File: src/bcmp_pkg.sv
// package for the binomial coefficient engine mod prime
// holds the prime, command codes and table size default; no dependencies
package bcmp_pkg;

  localparam int unsigned TableSizeDefault = 4096;
  localparam logic [29:0] PRIME = 30'd1000000007;
  localparam logic [29:0] PRIME_EXP = 30'd1000000005;

  typedef enum logic [2:0] {
    CMD_COMB  = 3'd0,
    CMD_PERM  = 3'd1,
    CMD_STARS = 3'd2,
    CMD_GRID  = 3'd3,
    CMD_MSTART = 3'd4,
    CMD_MGROUP = 3'd5
  } cmd_t;

  // request to the shared modular multiplier
  typedef struct packed {
    logic        start;
    logic [29:0] a;
    logic [29:0] b;
  } mul_req_t;

endpackage

File: src/bcmp_mulmod.sv
// shift-add modular multiplier, one bit of b per cycle
// uses bcmp_pkg for the prime and request struct
module bcmp_mulmod
  import bcmp_pkg::*;
(
  input  logic        clk,
  input  logic        rst_n,
  input  mul_req_t    req,
  output logic        done,
  output logic [29:0] prod
);

  logic [29:0] acc_r, acc_nxt;
  logic [29:0] a_r, b_r;
  logic [4:0]  cnt_r;
  logic        busy_r, done_r;
  logic [30:0] dbl, sum;
  logic [29:0] dred;

  // horner step: acc = 2*acc mod p, then add a when bit set
  always_comb begin
    dbl  = {acc_r, 1'b0};
    dred = (dbl >= {1'b0, PRIME}) ? 30'(dbl - {1'b0, PRIME}) : dbl[29:0];
    sum  = {1'b0, dred} + {1'b0, a_r};
    if (b_r[29]) begin
      acc_nxt = (sum >= {1'b0, PRIME}) ? 30'(sum - {1'b0, PRIME}) : sum[29:0];
    end else begin
      acc_nxt = dred;
    end
  end

  always_ff @(posedge clk) begin
    if (!rst_n) begin
      busy_r <= 1'b0;
      done_r <= 1'b0;
      cnt_r  <= '0;
    end else begin
      if (req.start) begin
        busy_r <= 1'b1;
        done_r <= 1'b0;
        cnt_r  <= '0;
        acc_r  <= '0;
        a_r    <= (req.a >= PRIME) ? 30'(req.a - PRIME) : req.a;
        b_r    <= req.b;
      end else if (busy_r) begin
        acc_r  <= acc_nxt;
        b_r    <= {b_r[28:0], 1'b0};
        cnt_r  <= cnt_r + 5'd1;
        busy_r <= cnt_r != 5'd29;
        done_r <= cnt_r == 5'd29;
      end else begin
        done_r <= 1'b0;
      end
    end
  end

  assign done = done_r;
  assign prod = acc_r;

endmodule

File: config.mk
export PLATFORM = sky130hd
export DESIGN_NAME = bcmp_mulmod
export DESIGN_NICKNAME = d
export VERILOG_FILES = /design/src/bcmp_pkg.sv /design/src/bcmp_mulmod.sv
export SDC_FILE = /design/constraint.sdc
export NUM_CORES = 1
export LEC_CHECK = 0
export BUFFER_PORTS_ARGS = -buffer_cell sky130_fd_sc_hd__clkbuf_2
export CAP_MARGIN = 20
export CORE_UTILIZATION = 40
export CTS_BUF_LIST = sky130_fd_sc_hd__clkbuf_8
export DETAILED_ROUTE_END_ITERATION = 12
export PLACE_DENSITY = 0.69
export SLEW_MARGIN = 20
export SYNTH_ARGS = -nofsm -noshare
export SYNTH_HDL_FRONTEND = slang
export SYNTH_SLANG_ARGS = --single-unit
File: constraint.sdc
create_clock -name clk -period 5.55 [get_ports clk]
set_clock_uncertainty 0.05 [all_clocks]
set_input_delay 0 -clock clk [delete_from_list [all_inputs] [get_ports clk]]
set_output_delay 0 -clock clk [all_outputs]
set_load 0.01 [all_outputs]
==> results.json <==
{
  "p_leak_uw": 0.00497,
  "synth_seq_cells": 97,
  "antenna_found_initial": 0,
  "power_frac_comb_pct": 71.2,
  "initial_core_util_pct": 40.9,
  "htreeDepth": 3,
  "power_density_nw_per_um2": 416,
  "slowest_delay_ns": 0.50,
  "die_area_um2": 20500,
  "drc": 0,
  "rsz0062_at_grt": "true",
  "yosysSeqAreaShare_pct": 35.6,
  "outcome": "finished, violations left",
  "io_buffers": 93,
  "dp_hpwl_mm": 18.6,
  "hp-class": "input pin to flop",
  "crit_start": "prod[2]",
  "synthSimpleGateAreaFrac_pct": 21.0,
  "place_inst": 1383,
  "chipHeight_um": 143,
  "tritoncts": "built",
  "area_growth_pct": 52.5,
  "place_area_um2": 10100,
  "cts-root-buf": "clkbuf_8",
  "yosysWarnings": 0,
  "wl_mm": 28.3,
  "final_cell_count_no_fill": 1511,
  "synth_nets": 971,
  "clkSlewWorstSetupHoldPaths_ns": 0.11,
  "tightest_slew_ns": 0.762,
  "synth_edf_count": 90,
  "required_ns": 5.74,
  "synth_area_um2": 7990,
  "worst_slack_ns": -0.0378,
  "cts.path.max_buffers": 2,
  "finalHoldViolCount": 0,
  "coreArea_um2": 19500,
  "final_area_um2": 12200,
  "r2r_end": "prod[5]",
  "antenna_left": 0,
  "drtIter0Drc": 723,
  "end_kind": "flop",
  "routedWlPerCell_um": 18.7,
  "slew_headroom_pct": 49.2,
  "pin_count": 94,
  "clockPowerShare_pct": 9.9,
  "synth-compound-area-share_pct": 19.9,
  "worstPathArrival_ns": 5.77,
  "worst-path-stages": 26,
  "power.internal_uw": 2850,
  "min_to": "busy_r",
  "path_class": "flop to flop",
  "dp_slack_ns": -0.420,
  "first_global_vias": 8022,
  "async_flop_share_pct": 0,
  "fin_nets": 1340,
  "syn_area_per_cell_um2": 9.16,
  "cts-buffers-inserted": 9,
  "max_freq_mhz": 179,
  "timing.final.crit_period_ns": 5.59,
  "start_kind": "flop",
  "hold_start": "req[60]",
  "maxCapViolations": 0,
  "synthFlopType": "edfxtp_1",
  "violations": "setup timing",
  "seqPwrFrac_pct": 18.9,
  "cp_slowest_cell": "or4b_4",
  "critPathBufInv": 4,
  "clk_latency_ns": 0.43,
  "globalplace.congestion": 0.940,
  "ys_types": 92,
  "total_power_uw": 5070,
  "synth_adder_area_share_pct": 5.73,
  "finalCritPeriodShare_pct": 101,
  "vias": 8582,
  "first_pass_iters": 5,
  "cts.sink_count": 97,
  "setup_violations": 4,
  "synth_xor_area_share_pct": 9.63,
  "muxShareOfSynthArea_pct": 4.59,
  "drive_gt1_share_pct": 41.1,
  "hold_depth": 3,
  "grt_pass1_wl_mm": 40.7,
  "slew_viol_final": 0,
  "synth_top_family_by_area": "simple AND/OR/NAND/NOR gates",
  "die_w_um": 143,
  "r2r_setup_slack_ns": -0.04,
  "worstPathMaxFanout": 6,
  "grt_max_degree": 54,
  "setup_tns_ns": -0.0484,
  "via_per_inst": 5.68,
  "overflow": 0,
  "rows": 51,
  "grt_use_total_pct": 25.9,
  "r2r.worst_path.cells": 26,
  "path_delay_family": "compound AO/OA/AOI/OAI gates",
  "antennaDiodeCount": 0,
  "syn_inst": 872,
  "peakVddDrop_mv": 0.246,
  "p_sw_uw": 2230,
  "p_sw_share_pct": 43.9,
  "r2r-start": "prod[2]"
}
-- sequential cells by signal, indices dropped and copies added, names as in the netlist --
name,flops
cnt_r,5
a_r,30
prod,30
b_r,30
busy_r,1
done,1
-- metrics by stage --
step,utilization (%),hold slack (ns)
2_1_floorplan,-,0.131
3_3_place_gp,51.6,0.238
3_5_place_dp,51.6,0.256
4_1_cts,58.0,0.229
5_1_grt,62.4,0.361
6_report,62.4,0.340
-- area by class of cell --
| class | count | area (um^2) |
|---|---|---|
| Fill cell | 1484 | 7350 |
| Tap cell | 265 | 332 |
| Inverter | 25 | 93.8 |
| Clock buffer | 9 | 124 |
| Timing Repair Buffer | 397 | 3000 |
| Multi-Input combinational cell | 711 | 5710 |
| Sequential cell | 97 | 2840 |
| Clock inverter | 7 | 78.8 |
-- cell usage after synthesis, drive strengths merged (3+ instances only) --
| master | n | share of area (%) |
|---|---|---|
| nor4 | 6 | 0.66 |
| and3 | 12 | 0.94 |
| or4 | 4 | 0.42 |
| o31ai | 7 | 0.66 |
| a211oi | 22 | 2.3 |
| nand3 | 40 | 2.6 |
| nor3 | 18 | 1.3 |
| clkbuf | 25 | 1.2 |
| dfxtp | 7 | 1.8 |
| xor2 | 25 | 2.7 |
| inv | 25 | 1.2 |
| edfxtp | 90 | 34 |
| xnor2 | 62 | 6.9 |
| a31o | 5 | 0.55 |
| o31a | 3 | 0.33 |
| o311ai | 3 | 0.33 |
| mux2i | 4 | 0.50 |
| a211o | 4 | 0.44 |
| o22ai | 4 | 0.31 |
| a311oi | 4 | 0.44 |
| a21oi | 53 | 3.6 |
| nor2 | 76 | 3.6 |
| nor2b | 4 | 0.41 |
| buf | 17 | 1.2 |
| nand2 | 93 | 4.4 |
| ha | 35 | 5.5 |
| a31oi | 10 | 0.78 |
| and2 | 10 | 0.78 |
| o21a | 7 | 0.66 |
| and4 | 5 | 0.55 |
| or3 | 12 | 1.0 |
| o211ai | 15 | 1.7 |
| o211a | 4 | 0.60 |
| nand2b | 9 | 0.70 |
| nand3b | 6 | 0.56 |
| a21o | 13 | 1.2 |
| o21bai | 8 | 0.75 |
| o21ai | 42 | 2.7 |
| nand4 | 21 | 1.7 |
| mux2 | 29 | 4.1 |
-- worst reg2reg max path, stage by stage, from the launching register on --
cell and delay, ns:
edfxtp_1 0.41, inv_2 0.10, ha_4 0.13, nor3b_4 0.20, a21oi_2 0.10, o21ai_2 0.16, nand2_2 0.10, a31oi_4 0.18
o211ai_1 0.09, buf_4 0.17, a31o_4 0.26, nand2_4 0.11, xnor2_4 0.15, ha_4 0.25, xor2_2 0.15, or4b_4 0.50
a211oi_4 0.30, o22ai_4 0.14, buf_4 0.16, nor3_2 0.19, and4_1 0.23, o211ai_2 0.11, a211oi_4 0.26, buf_6 0.16
o21ai_2 0.09, or3b_1 0.40, a311oi_1 0.25
-- what timing repair did --
item / CTS / global route
endpoints found under the setup margin: 30 / 30
endpoints found under the hold margin: 67 / 0
cloned: 3 / 0
setup buffers: 10 / 31
gates resized for setup: 39 / 124
hold buffers: 70 / 0
pin swaps: 21 / 70
-- layout by cell type, fill, tap and decap left out, drive strengths merged, types with 5 or more instances in the layout --
cell         instances
buf                234
clkbuf             102
nand2               93
edfxtp              90
nor2                76
dlygate4sd3         70
xnor2               62
a21oi               53
o21ai               42
nand3               40
ha                  35
mux2                29
inv                 29
xor2                25
a211oi              22
nand4               21
nor3                18
o211ai              15
a21o                13
and3                12
or3                 12
a31oi               10
and2                10
nand2b               9
o21bai               8
a31o                 8
dfxtp                7
o31ai                7
o21a                 7
nand3b               6
nor4                 6
and4                 5
-- power by group through the flow --
stage | Sequential (uW) | Combinational [uW] | Clock, uW
after floorplan | 979 | 1620 | 0
after global routing | 964 | 3840 | 520
final | 958 | 3610 | 504
after detailed placement | 962 | 2850 | 0
after global placement | 959 | 2800 | 0
after CTS | 949 | 3040 | 499
-- metal layers --
metal / GRT usage, % / vias to the layer above / routed length, um
met5: 0 / - / 0
met4: 9.63 / 0 / 923
met3: 3.27 / 87 / 1630
met2: 46.2 / 340 / 14500
met1: 31.7 / 4141 / 11300
li1: - / 4014 / -
-- kinds of logic after synthesis --
logic type	Yosys count
multiplexers	33
XOR/XNOR	87
flip-flops	97
adder cells (fa/ha/maj)	36
buffers and inverters	67
AO/OA/AOI/OAI	224
AND/OR/NAND/NOR	328
-- worst max-delay path by stage --
stage	end	slack [ns]
floorplan	prod[5]	0.01
global placement	prod[20]	-0.35
detailed placement	prod[20]	-0.42
CTS	prod[5]	-0.01
global route	prod[5]	-0.32
finish	prod[5]	-0.04
No activity file was read; power rests on OpenSTA's default activity.
